`src/rtl/kts_pkg.sv`:
```
`timescale 1ns / 1ps

package kts_pkg;

  localparam int ID_W    = 32;
  localparam int LVL_W   = 8;
  localparam int SCORE_W = 64;
  localparam int VER_W   = 32;
  localparam int ST_W    = 3;
  localparam int FN_W    = 2;
  localparam int RIDX_W  = 4;

  // one table row; score holds two's complement bits
  typedef struct packed {
    logic [ID_W-1:0]    id;
    logic [LVL_W-1:0]   lvl;
    logic [SCORE_W-1:0] score;
  } entry_t;

  typedef struct packed {
    logic gt;
    logic eq;
    logic id_eq;
  } cmp_res_t;

  localparam logic [FN_W-1:0] FN_UPDATE   = 2'd0;
  localparam logic [FN_W-1:0] FN_ROLLOVER = 2'd1;
  localparam logic [FN_W-1:0] FN_READ     = 2'd2;

  localparam logic [ST_W-1:0] ST_INSERTED    = 3'd0;
  localparam logic [ST_W-1:0] ST_UPDATED     = 3'd1;
  localparam logic [ST_W-1:0] ST_REMOVED     = 3'd2;
  localparam logic [ST_W-1:0] ST_IGNORED     = 3'd3;
  localparam logic [ST_W-1:0] ST_ROLLED_OVER = 3'd4;
  localparam logic [ST_W-1:0] ST_READ_OK     = 3'd5;
  localparam logic [ST_W-1:0] ST_READ_EMPTY  = 3'd6;

  localparam logic CFG_DROP_EN  = 1'b0;
  localparam logic CFG_DROP_THR = 1'b1;

endpackage

```
`src/rtl/kts_cmp.sv`:
```
`timescale 1ns / 1ps

// shared comparator: signed score order and id match
module kts_cmp (
  input  logic [kts_pkg::SCORE_W-1:0] a_score,
  input  logic [kts_pkg::SCORE_W-1:0] b_score,
  input  logic [kts_pkg::ID_W-1:0]    a_id,
  input  logic [kts_pkg::ID_W-1:0]    b_id,
  output kts_pkg::cmp_res_t           res
);

  assign res.gt    = $signed(a_score) > $signed(b_score);
  assign res.eq    = (a_score == b_score);
  assign res.id_eq = (a_id == b_id);

endmodule

```
`src/rtl/keyed_top_n_score_table.sv`:
```
`timescale 1ns / 1ps

// channel   direction  handshake          payload
// in_       sink       in_valid/in_stall   func, player_id, vip_level, score, list_select,
//                                          read_index, known_version
// out_      source     out_valid/out_stall status, version, up_to_date, player_id,
//                                          vip_level, score, current_count
// cfg_      sink       cfg_valid/cfg_ready index (0 drop_enable, 1 drop_threshold), data
//
// Update: id search (one row per cycle), decide, shift of the rows between new and old
//   slot, place, output; rollover goes straight to output; read goes through the read state.
//   The single read port of the table RAM is why one row is read per cycle.
// Reset clears control, counts, version and drop settings; rows are written before being read.
// A finished result waits in the output register while the next request is taken.
module keyed_top_n_score_table #(
  parameter int DEPTH = 16,
  localparam int IW = $clog2(DEPTH),
  localparam int CW = $clog2(DEPTH + 1)
) (
  input  logic                        clk,
  input  logic                        rst_n,

  input  logic                        in_valid,
  output logic                        in_stall,
  input  logic [kts_pkg::FN_W-1:0]    in_func,
  input  logic [kts_pkg::ID_W-1:0]    in_player_id,
  input  logic [kts_pkg::LVL_W-1:0]   in_vip_level,
  input  logic signed [kts_pkg::SCORE_W-1:0] in_score,
  input  logic                        in_list_select,
  input  logic [kts_pkg::RIDX_W-1:0]  in_read_index,
  input  logic [kts_pkg::VER_W-1:0]   in_known_version,

  output logic                        out_valid,
  input  logic                        out_stall,
  output logic [kts_pkg::ST_W-1:0]    out_status,
  output logic [kts_pkg::VER_W-1:0]   out_version,
  output logic                        out_up_to_date,
  output logic [kts_pkg::ID_W-1:0]    out_player_id,
  output logic [kts_pkg::LVL_W-1:0]   out_vip_level,
  output logic signed [kts_pkg::SCORE_W-1:0] out_score,
  output logic [CW-1:0]               out_current_count,

  input  logic                        cfg_valid,
  output logic                        cfg_ready,
  input  logic [0:0]                  cfg_index,
  input  logic [kts_pkg::SCORE_W-1:0] cfg_data
);

  localparam int AW    = IW + 1;
  localparam int MEM_D = 2 ** AW;
  localparam int XW    = (CW > kts_pkg::RIDX_W) ? CW : kts_pkg::RIDX_W;

  typedef enum logic [6:0] {
    S_IDLE   = 7'b0000001,
    S_SCAN   = 7'b0000010,
    S_DECIDE = 7'b0000100,
    S_MOVE   = 7'b0001000,
    S_PLACE  = 7'b0010000,
    S_READ   = 7'b0100000,
    S_OUT    = 7'b1000000
  } state_t;

  state_t state_r, state_nxt;

  // two banks: current and previous, swapped on rollover
  kts_pkg::entry_t mem_r [MEM_D];
  kts_pkg::entry_t rdata_r;
  logic [AW-1:0]   rd_addr;
  logic            we;
  logic [AW-1:0]   wa;
  kts_pkg::entry_t wd;

  logic                     bank_r, bank_nxt;
  logic [CW-1:0]            cur_count_r, cur_count_nxt;
  logic [CW-1:0]            prev_count_r, prev_count_nxt;
  logic [kts_pkg::VER_W-1:0] version_r, version_nxt;
  logic                     drop_en_r;
  logic [kts_pkg::SCORE_W-1:0] drop_thr_r;

  logic [kts_pkg::ID_W-1:0]    it_id_r;
  logic [kts_pkg::LVL_W-1:0]   it_lvl_r;
  logic [kts_pkg::SCORE_W-1:0] it_score_r;
  logic                        it_sel_r;
  logic [kts_pkg::RIDX_W-1:0]  it_ridx_r;
  logic [kts_pkg::VER_W-1:0]   it_known_r;

  logic          found_r, found_nxt;
  logic [IW-1:0] f_idx_r, f_idx_nxt;
  logic [CW-1:0] p_r, p_nxt;
  logic          last_ge_r, last_ge_nxt;
  logic [IW-1:0] chk_r, chk_nxt;
  logic [IW-1:0] src_r, src_nxt;
  logic [IW-1:0] end_r, end_nxt;
  logic          dir_up_r, dir_up_nxt;
  logic          wr_pend_r, wr_pend_nxt;
  logic [IW-1:0] wr_idx_r, wr_idx_nxt;

  logic [kts_pkg::ST_W-1:0] res_status_r, res_status_nxt;
  kts_pkg::entry_t          res_entry_r, res_entry_nxt;

  logic out_valid_r, out_valid_nxt;
  logic out_load;

  logic [kts_pkg::SCORE_W-1:0] cmp_a, cmp_b;
  kts_pkg::cmp_res_t           cmp;

  logic          in_acc;
  logic [IW-1:0] dec_f, dec_p;
  logic          dec_go;
  logic [CW-1:0] rd_cnt;

  assign in_stall  = (state_r != S_IDLE);
  assign in_acc    = in_valid && !in_stall;
  assign cfg_ready = 1'b1;
  assign out_valid = out_valid_r;
  assign out_load  = (state_r == S_OUT) && (!out_valid_r || !out_stall);

  // scan compares row score against the request; decide compares against the threshold
  assign cmp_a = (state_r == S_DECIDE) ? it_score_r : rdata_r.score;
  assign cmp_b = (state_r == S_DECIDE) ? drop_thr_r : it_score_r;

  kts_cmp u_cmp (
    .a_score (cmp_a),
    .b_score (cmp_b),
    .a_id    (rdata_r.id),
    .b_id    (it_id_r),
    .res     (cmp)
  );

  always_comb begin
    if (state_r == S_IDLE) begin
      rd_addr = (in_func == kts_pkg::FN_READ) ?
                {bank_r ^ in_list_select, IW'(in_read_index)} : {bank_r, IW'(0)};
    end else if (state_r == S_MOVE) begin
      rd_addr = {bank_r, src_r};
    end else begin
      rd_addr = {bank_r, chk_r + IW'(1)};
    end
  end

  always_comb begin
    we = 1'b0;
    wa = {bank_r, wr_idx_r};
    wd = rdata_r;
    if (wr_pend_r) begin
      we = 1'b1;
    end else if (state_r == S_PLACE) begin
      we = 1'b1;
      wa = {bank_r, p_r[IW-1:0]};
      wd = '{id: it_id_r, lvl: it_lvl_r, score: it_score_r};
    end
  end

  always_ff @(posedge clk) begin
    rdata_r <= mem_r[rd_addr];
    if (we) begin
      mem_r[wa] <= wd;
    end
  end

  assign rd_cnt = it_sel_r ? prev_count_r : cur_count_r;

  always_comb begin
    state_nxt      = state_r;
    bank_nxt       = bank_r;
    cur_count_nxt  = cur_count_r;
    prev_count_nxt = prev_count_r;
    version_nxt    = version_r;
    found_nxt      = found_r;
    f_idx_nxt      = f_idx_r;
    p_nxt          = p_r;
    last_ge_nxt    = last_ge_r;
    chk_nxt        = chk_r;
    src_nxt        = src_r;
    end_nxt        = end_r;
    dir_up_nxt     = dir_up_r;
    wr_pend_nxt    = 1'b0;
    wr_idx_nxt     = wr_idx_r;
    res_status_nxt = res_status_r;
    res_entry_nxt  = res_entry_r;
    dec_f          = f_idx_r;
    dec_p          = p_r[IW-1:0];
    dec_go         = 1'b1;

    unique case (state_r)
      S_IDLE: begin
        if (in_acc) begin
          chk_nxt       = '0;
          found_nxt     = 1'b0;
          p_nxt         = '0;
          last_ge_nxt   = 1'b0;
          res_entry_nxt = '0;
          unique case (in_func)
            kts_pkg::FN_UPDATE: begin
              state_nxt = (cur_count_r == '0) ? S_DECIDE : S_SCAN;
            end
            kts_pkg::FN_ROLLOVER: begin
              bank_nxt       = ~bank_r;
              prev_count_nxt = cur_count_r;
              cur_count_nxt  = '0;
              version_nxt    = version_r + 32'd1;
              res_status_nxt = kts_pkg::ST_ROLLED_OVER;
              state_nxt      = S_OUT;
            end
            kts_pkg::FN_READ: begin
              state_nxt = S_READ;
            end
            default: begin
              res_status_nxt = kts_pkg::ST_IGNORED;
              state_nxt      = S_OUT;
            end
          endcase
        end
      end

      S_SCAN: begin
        // p counts rows that stay ahead: ties ahead of the match stay ahead,
        // ties behind it stay behind
        if (!found_r && cmp.id_eq) begin
          found_nxt = 1'b1;
          f_idx_nxt = chk_r;
        end else if (found_r ? cmp.gt : (cmp.gt || cmp.eq)) begin
          p_nxt = p_r + CW'(1);
        end
        last_ge_nxt = cmp.gt || cmp.eq;
        if (CW'(chk_r) + CW'(1) == cur_count_r) begin
          state_nxt = S_DECIDE;
        end else begin
          chk_nxt = chk_r + IW'(1);
        end
      end

      S_DECIDE: begin
        if (found_r) begin
          if (drop_en_r && !(cmp.gt || cmp.eq)) begin
            // removal: close the gap up to the old tail
            dec_p          = IW'(cur_count_r - CW'(1));
            cur_count_nxt  = cur_count_r - CW'(1);
            res_status_nxt = kts_pkg::ST_REMOVED;
          end else begin
            res_status_nxt = kts_pkg::ST_UPDATED;
          end
        end else if (cur_count_r < CW'(DEPTH)) begin
          dec_f          = cur_count_r[IW-1:0];
          cur_count_nxt  = cur_count_r + CW'(1);
          res_status_nxt = kts_pkg::ST_INSERTED;
        end else if (!last_ge_r) begin
          // full table, beats the last row
          dec_f          = IW'(DEPTH - 1);
          res_status_nxt = kts_pkg::ST_INSERTED;
        end else begin
          dec_go         = 1'b0;
          res_status_nxt = kts_pkg::ST_IGNORED;
        end

        if (dec_go) begin
          version_nxt = version_r + 32'd1;
          p_nxt       = CW'(dec_p);
          f_idx_nxt   = dec_f;
          if (dec_p < dec_f) begin
            dir_up_nxt = 1'b1;
            src_nxt    = dec_f - IW'(1);
            end_nxt    = dec_p;
            state_nxt  = S_MOVE;
          end else if (dec_p > dec_f) begin
            dir_up_nxt = 1'b0;
            src_nxt    = dec_f + IW'(1);
            end_nxt    = dec_p;
            state_nxt  = S_MOVE;
          end else begin
            state_nxt = S_PLACE;
          end
        end else begin
          state_nxt = S_OUT;
        end
      end

      S_MOVE: begin
        // row read now is written one place towards the old slot next cycle
        wr_pend_nxt = 1'b1;
        wr_idx_nxt  = dir_up_r ? src_r + IW'(1) : src_r - IW'(1);
        if (src_r == end_r) begin
          state_nxt = S_PLACE;
        end else begin
          src_nxt = dir_up_r ? src_r - IW'(1) : src_r + IW'(1);
        end
      end

      S_PLACE: begin
        if (!wr_pend_r) begin
          state_nxt = S_OUT;
        end
      end

      S_READ: begin
        if (XW'(it_ridx_r) < XW'(rd_cnt)) begin
          res_status_nxt = kts_pkg::ST_READ_OK;
          res_entry_nxt  = rdata_r;
        end else begin
          res_status_nxt = kts_pkg::ST_READ_EMPTY;
          res_entry_nxt  = '0;
        end
        state_nxt = S_OUT;
      end

      S_OUT: begin
        if (out_load) begin
          state_nxt = S_IDLE;
        end
      end

      default: begin
        state_nxt = S_IDLE;
      end
    endcase
  end

  always_comb begin
    if (out_load) begin
      out_valid_nxt = 1'b1;
    end else if (!out_stall) begin
      out_valid_nxt = 1'b0;
    end else begin
      out_valid_nxt = out_valid_r;
    end
  end

  always_ff @(posedge clk) begin
    if (!rst_n) begin
      state_r      <= S_IDLE;
      bank_r       <= 1'b0;
      cur_count_r  <= '0;
      prev_count_r <= '0;
      version_r    <= '0;
      wr_pend_r    <= 1'b0;
      out_valid_r  <= 1'b0;
      drop_en_r    <= 1'b0;
      drop_thr_r   <= '0;
    end else begin
      state_r      <= state_nxt;
      bank_r       <= bank_nxt;
      cur_count_r  <= cur_count_nxt;
      prev_count_r <= prev_count_nxt;
      version_r    <= version_nxt;
      wr_pend_r    <= wr_pend_nxt;
      out_valid_r  <= out_valid_nxt;
      if (cfg_valid) begin
        unique case (cfg_index)
          kts_pkg::CFG_DROP_EN:  drop_en_r  <= cfg_data[0];
          kts_pkg::CFG_DROP_THR: drop_thr_r <= cfg_data;
        endcase
      end
    end
  end

  always_ff @(posedge clk) begin
    found_r      <= found_nxt;
    f_idx_r      <= f_idx_nxt;
    p_r          <= p_nxt;
    last_ge_r    <= last_ge_nxt;
    chk_r        <= chk_nxt;
    src_r        <= src_nxt;
    end_r        <= end_nxt;
    dir_up_r     <= dir_up_nxt;
    wr_idx_r     <= wr_idx_nxt;
    res_status_r <= res_status_nxt;
    res_entry_r  <= res_entry_nxt;
    if (in_acc) begin
      it_id_r    <= in_player_id;
      it_lvl_r   <= in_vip_level;
      it_score_r <= in_score;
      it_sel_r   <= in_list_select;
      it_ridx_r  <= in_read_index;
      it_known_r <= in_known_version;
    end
    if (out_load) begin
      out_status        <= res_status_r;
      out_version       <= version_r;
      out_up_to_date    <= (it_known_r >= version_r);
      out_player_id     <= res_entry_r.id;
      out_vip_level     <= res_entry_r.lvl;
      out_score         <= res_entry_r.score;
      out_current_count <= cur_count_r;
    end
  end

endmodule

```
`config.mk`:
```
export PLATFORM = sky130hd
export DESIGN_NAME = keyed_top_n_score_table
export DESIGN_NICKNAME = d
export VERILOG_FILES = /design/src/rtl/kts_pkg.sv /design/src/rtl/kts_cmp.sv /design/src/rtl/keyed_top_n_score_table.sv
export SDC_FILE = /design/constraint.sdc
export NUM_CORES = 2
export LEC_CHECK = 0
export BUFFER_PORTS_ARGS = -buffer_cell sky130_fd_sc_hd__clkbuf_2
export CAP_MARGIN = 20
export CORE_AREA = 2 2 614 860
export DETAILED_ROUTE_END_ITERATION = 16
export DIE_AREA = 0 0 616 862
export PLACE_DENSITY_LB_ADDON = 0.05
export SLEW_MARGIN = 15
export SYNTH_ARGS = -nofsm -noshare
export SYNTH_HDL_FRONTEND = slang
export SYNTH_SLANG_ARGS = --single-unit
```
`constraint.sdc`:
```
create_clock -name clk -period 15.7 [get_ports clk]
set_input_delay 0 -clock clk [delete_from_list [all_inputs] [get_ports clk]]
set_output_delay 0 -clock clk [all_outputs]
set_load 0.005 [all_outputs]
```
==> flow_metrics.env <==
export IMPL_status="completed"
export IMPL_worstSetupEndpointType="register"
export IMPL_cts_tree="yes"
export IMPL_fin_area_sq_um=186000
export IMPL_fin_crit_ns=7.92
export IMPL_start_util=0.299
export IMPL_finClkSkew_ns=0.0537
export IMPL_htreeDepth=5
export IMPL_pwr_share_seq=0.347
export IMPL_fillers=50100
export IMPL_tightestPinTransition_ns=1.25
export IMPL_antenna_found_initial=46
export IMPL_cp_slowest_stage_delay_ns=0.66
export IMPL_cts_buffer_depth=4
export IMPL_first_iter_violations=8074
export IMPL_die_w_um=616
export IMPL_dp_slack_ns=7.87
export IMPL_path_buf_inv=3
export IMPL_grt_ovfl_total=0
export IMPL_worstPathMaxFanout=64
export IMPL_p_clk_frac=0.252
export IMPL_via_count=96700
export IMPL_wl_per_cell_um=31.5
export IMPL_first_pass_iters=7
export IMPL_multi_input_area_sq_um=36800
export IMPL_synthAdderAreaFrac=0.00916
export IMPL_viasPerCell=5.14
export IMPL_crit_slowest_cell="nor3_1"
export IMPL_setup_ws_ns=7.78
export IMPL_powerDensity_nw_per_um2=218
export IMPL_clk_insertion_delay_late_ns=1.05
export IMPL_maxCapViolCount=0
export IMPL_p_leak_uw=0.0649
export IMPL_drt_total_wl_um=592000
export IMPL_setup_viol=0
export IMPL_crit_arrival_ns=8.59
export IMPL_grt_pass1_wl_um=817000
export IMPL_placed_cell_area_sq_um=167000
export IMPL_synth_compound_area_frac=0.0618
export IMPL_yosysWarnings=0
export IMPL_yosys_register_bits=3969
export IMPL_fmax_ghz=0.126
export IMPL_synth_top_cells_by_area="edfxtp_1, mux2i_1, nand2_1"
export IMPL_core_area_sq_um=524000
export IMPL_netlist_area_sq_um=157000
export IMPL_io_pin_count=361
export IMPL_post_synth_xor_area_fraction=0.00447
export IMPL_start_kind="register"
export IMPL_grt_pass1_vias=98600
export IMPL_dpl_hpwl_um=313000
export IMPL_hold_viol=0
export IMPL_grt_max_degree=142
export IMPL_synthSimpleGateAreaFrac=0.0907
export IMPL_min_path_type="in2reg"
export IMPL_cpMostUsedCell="buf_4"
export IMPL_async_reset_ff_frac=0
export IMPL_synth_top_family_by_area="simple AND/OR/NAND/NOR gates"
export IMPL_setup_tns_ns=0
export IMPL_rows=315
export IMPL_min_from="in_func[1]"
export IMPL_peakVddDrop_mv=0.300
export IMPL_cts_buffers=422
export IMPL_p_int_uw=24100
export IMPL_nets=11800
export IMPL_syn2layout_area_growth_pct=19.0
export IMPL_drive_above_1_share=0.120
export IMPL_reg2reg_depth=20
export IMPL_critPathTopFamily="simple AND/OR/NAND/NOR gates"
export IMPL_synth_seq_area_share=0.747
export IMPL_r2r_setup_slack_ns=7.78
export IMPL_synth_common_cells="edfxtp_1, nand2_1, mux2i_1, nand3_1, a21oi_1"
export IMPL_clkTransAtPathRegs_ns=0.06
export IMPL_rsz0062_at_grt="no"
export IMPL_r2r_end="src_r[1]$_DFFE_PP_"
export IMPL_place_congestion=0.786
export IMPL_yosysMostFrequentCell="edfxtp_1"
export IMPL_p_comb_frac=0.401
export IMPL_slew_violations=0
export IMPL_min_path_cells=5
export IMPL_synth_top_area_cell="edfxtp_1"
export IMPL_drcViolationCount=0
export IMPL_die_area_sq_um=531000
export IMPL_crit_type="reg2reg"
export IMPL_hold_end="state_r[5]$_SDFFE_PN0P_"
export IMPL_cts_hold_buf=556
export IMPL_cts_num_sinks=3969
export IMPL_yosysTopAreaCellShare=0.719
export IMPL_maxSlewHeadroom=0.168
export IMPL_power_switching_uw=16600
export IMPL_synthMuxAreaShare=0.0658
export IMPL_synthFlopType="edfxtp_1"
export IMPL_synth_avg_cell_area_sq_um=14.8
export IMPL_ctsResizeCount=0
export IMPL_syn_nets=10900
export IMPL_synth_cell_type_count=75
export IMPL_clock_root_buffer="clkbuf_16"
export IMPL_crit_required_ns=16.37
export IMPL_register_area_sq_um=117000
export IMPL_finalCritPeriodShare=0.504
export IMPL_synth_cells=10600
export IMPL_antenna_left=0
export IMPL_die_height_um=862
export IMPL_synth_edf_count=3748
export IMPL_grt_use_total=0.218
export IMPL_r2r_start="state_r[1]$_SDFFE_PN0P_"
export IMPL_whs_ns=0.168
export IMPL_port_buffers=359
export IMPL_cts_setup_buffers=0
export IMPL_swShare=0.407
export IMPL_path_cells="or3_1 -> nor3_1 -> nand2_4 -> buf_4 -> mux2i_1 -> ha_1 -> nand4_1 -> nor4_2 -> buf_4 -> o31a_1 -> a211oi_2 -> buf_4 -> nand2_1 -> mux2_2 -> ha_1 -> a21oi_1 -> o22ai_1 -> nor2_1 -> nor3b_1 -> o21ai_0"
==> worst max path at each step <==
stage / from / end / slack (ns) / cells after the start
floorplan: state_r[1]$_SDFFE_PN0P_ / out_current_count[0]$_DFFE_PP_ / 7.32 / 3
global placement: state_r[1]$_SDFFE_PN0P_ / src_r[3]$_DFFE_PP_ / 7.99 / 24
detailed placement: state_r[1]$_SDFFE_PN0P_ / src_r[0]$_DFFE_PP_ / 7.87 / 20
CTS: state_r[1]$_SDFFE_PN0P_ / src_r[1]$_DFFE_PP_ / 7.83 / 20
global route: state_r[1]$_SDFFE_PN0P_ / src_r[1]$_DFFE_PP_ / 7.44 / 21
finish: state_r[1]$_SDFFE_PN0P_ / src_r[1]$_DFFE_PP_ / 7.78 / 20
==> metrics by stage <==
stage	util	instances	power, uW
floorplan	-	10600	24200
global placement	0.318	17500	30800
detailed placement	0.318	17500	30800
CTS	0.356	18800	41300
global route	0.356	18800	42700
finish	0.356	18800	40700
==> cells in the final DEF, fill, tap and decap left out, drive strengths merged, types with 15 or more instances in the layout <==
master | netlist | final
a21o | 18 | 18
a21oi | 432 | 432
a311oi | 110 | 110
a31oi | 111 | 111
and2 | 110 | 110
and3 | 113 | 113
buf | 340 | 245
bufinv | 0 | 39
clkbuf | 316 | 945
clkinv | 1 | 144
dfxtp | 221 | 221
dlygate4sd3 | 0 | 556
edfxtp | 3748 | 3748
ha | 113 | 113
inv | 58 | 73
mux2 | 107 | 107
mux2i | 909 | 909
nand2 | 2051 | 2051
nand3 | 655 | 655
nand4 | 128 | 128
nor2 | 100 | 100
nor3 | 22 | 22
nor4 | 15 | 15
o21ai | 45 | 45
o221ai | 311 | 311
o22ai | 216 | 216
o31a | 101 | 101
xnor2 | 50 | 50
xor2 | 30 | 30
==> layout make-up <==
cell class	count	area share
clock buffers	586	0.0635
flip-flops and latches	3969	0.628
multi-input cells	5873	0.197
well taps	6974	0.0468
diodes	5	0.0000671
clock inverters	206	0.0116
repair buffers	1160	0.0517
inverters	59	0.00126
==> routing by layer <==
layer,routed length [um],vias to the layer above,part of all wire,global-route usage
met1,263000,51300,0.44,0.294
met2,291000,2565,0.49,0.377
met4,12700,2,0.021,0.0455
met3,25600,620,0.043,0.0237
li1,-,42200,-,-
met5,9,-,0.000015,0
==> logic make-up after synthesis <==
kind of cell | after synthesis
flip-flops | 3969
multiplexers | 1016
other | 1
AO/OA/AOI/OAI | 1406
XOR/XNOR | 80
buffers and inverters | 715
adder cells (fa/ha/maj) | 114
AND/OR/NAND/NOR | 3256
==> power groups by stage <==
| stage | Clock, uW | Combinational [uW] | Sequential [uW] |
|---|---|---|---|
| after floorplan | 0 | 10300 | 13900 |
| after global placement | 0 | 16400 | 14400 |
| after detailed placement | 0 | 16500 | 14300 |
| after CTS | 10500 | 16600 | 14100 |
| after global routing | 10900 | 17600 | 14200 |
| final | 10300 | 16300 | 14100 |
==> sequential cells by signal, indices dropped and copies added (netlist names), 7 cells and up <==
signal	cells
drop_thr_r	64
it_id_r	32
it_known_r	32
it_lvl_r	8
it_score_r	64
mem_r	3328
out_player_id	32
out_score	64
out_version	32
out_vip_level	8
rdata_r	104
res_entry_r	104
state_r	7
version_r	32
==> worst reg2reg max path: cells and delay by family, from the launching register on <==
kind / cells / cell delay, ns
fa+ha+maj: 2 / 0.66
buf+inv: 3 / 1.01
flops: 1 / 0.34
simple gates: 8 / 3.20
mux: 2 / 0.85
compound gates: 5 / 1.49
(Power assumes the default switching activity.)
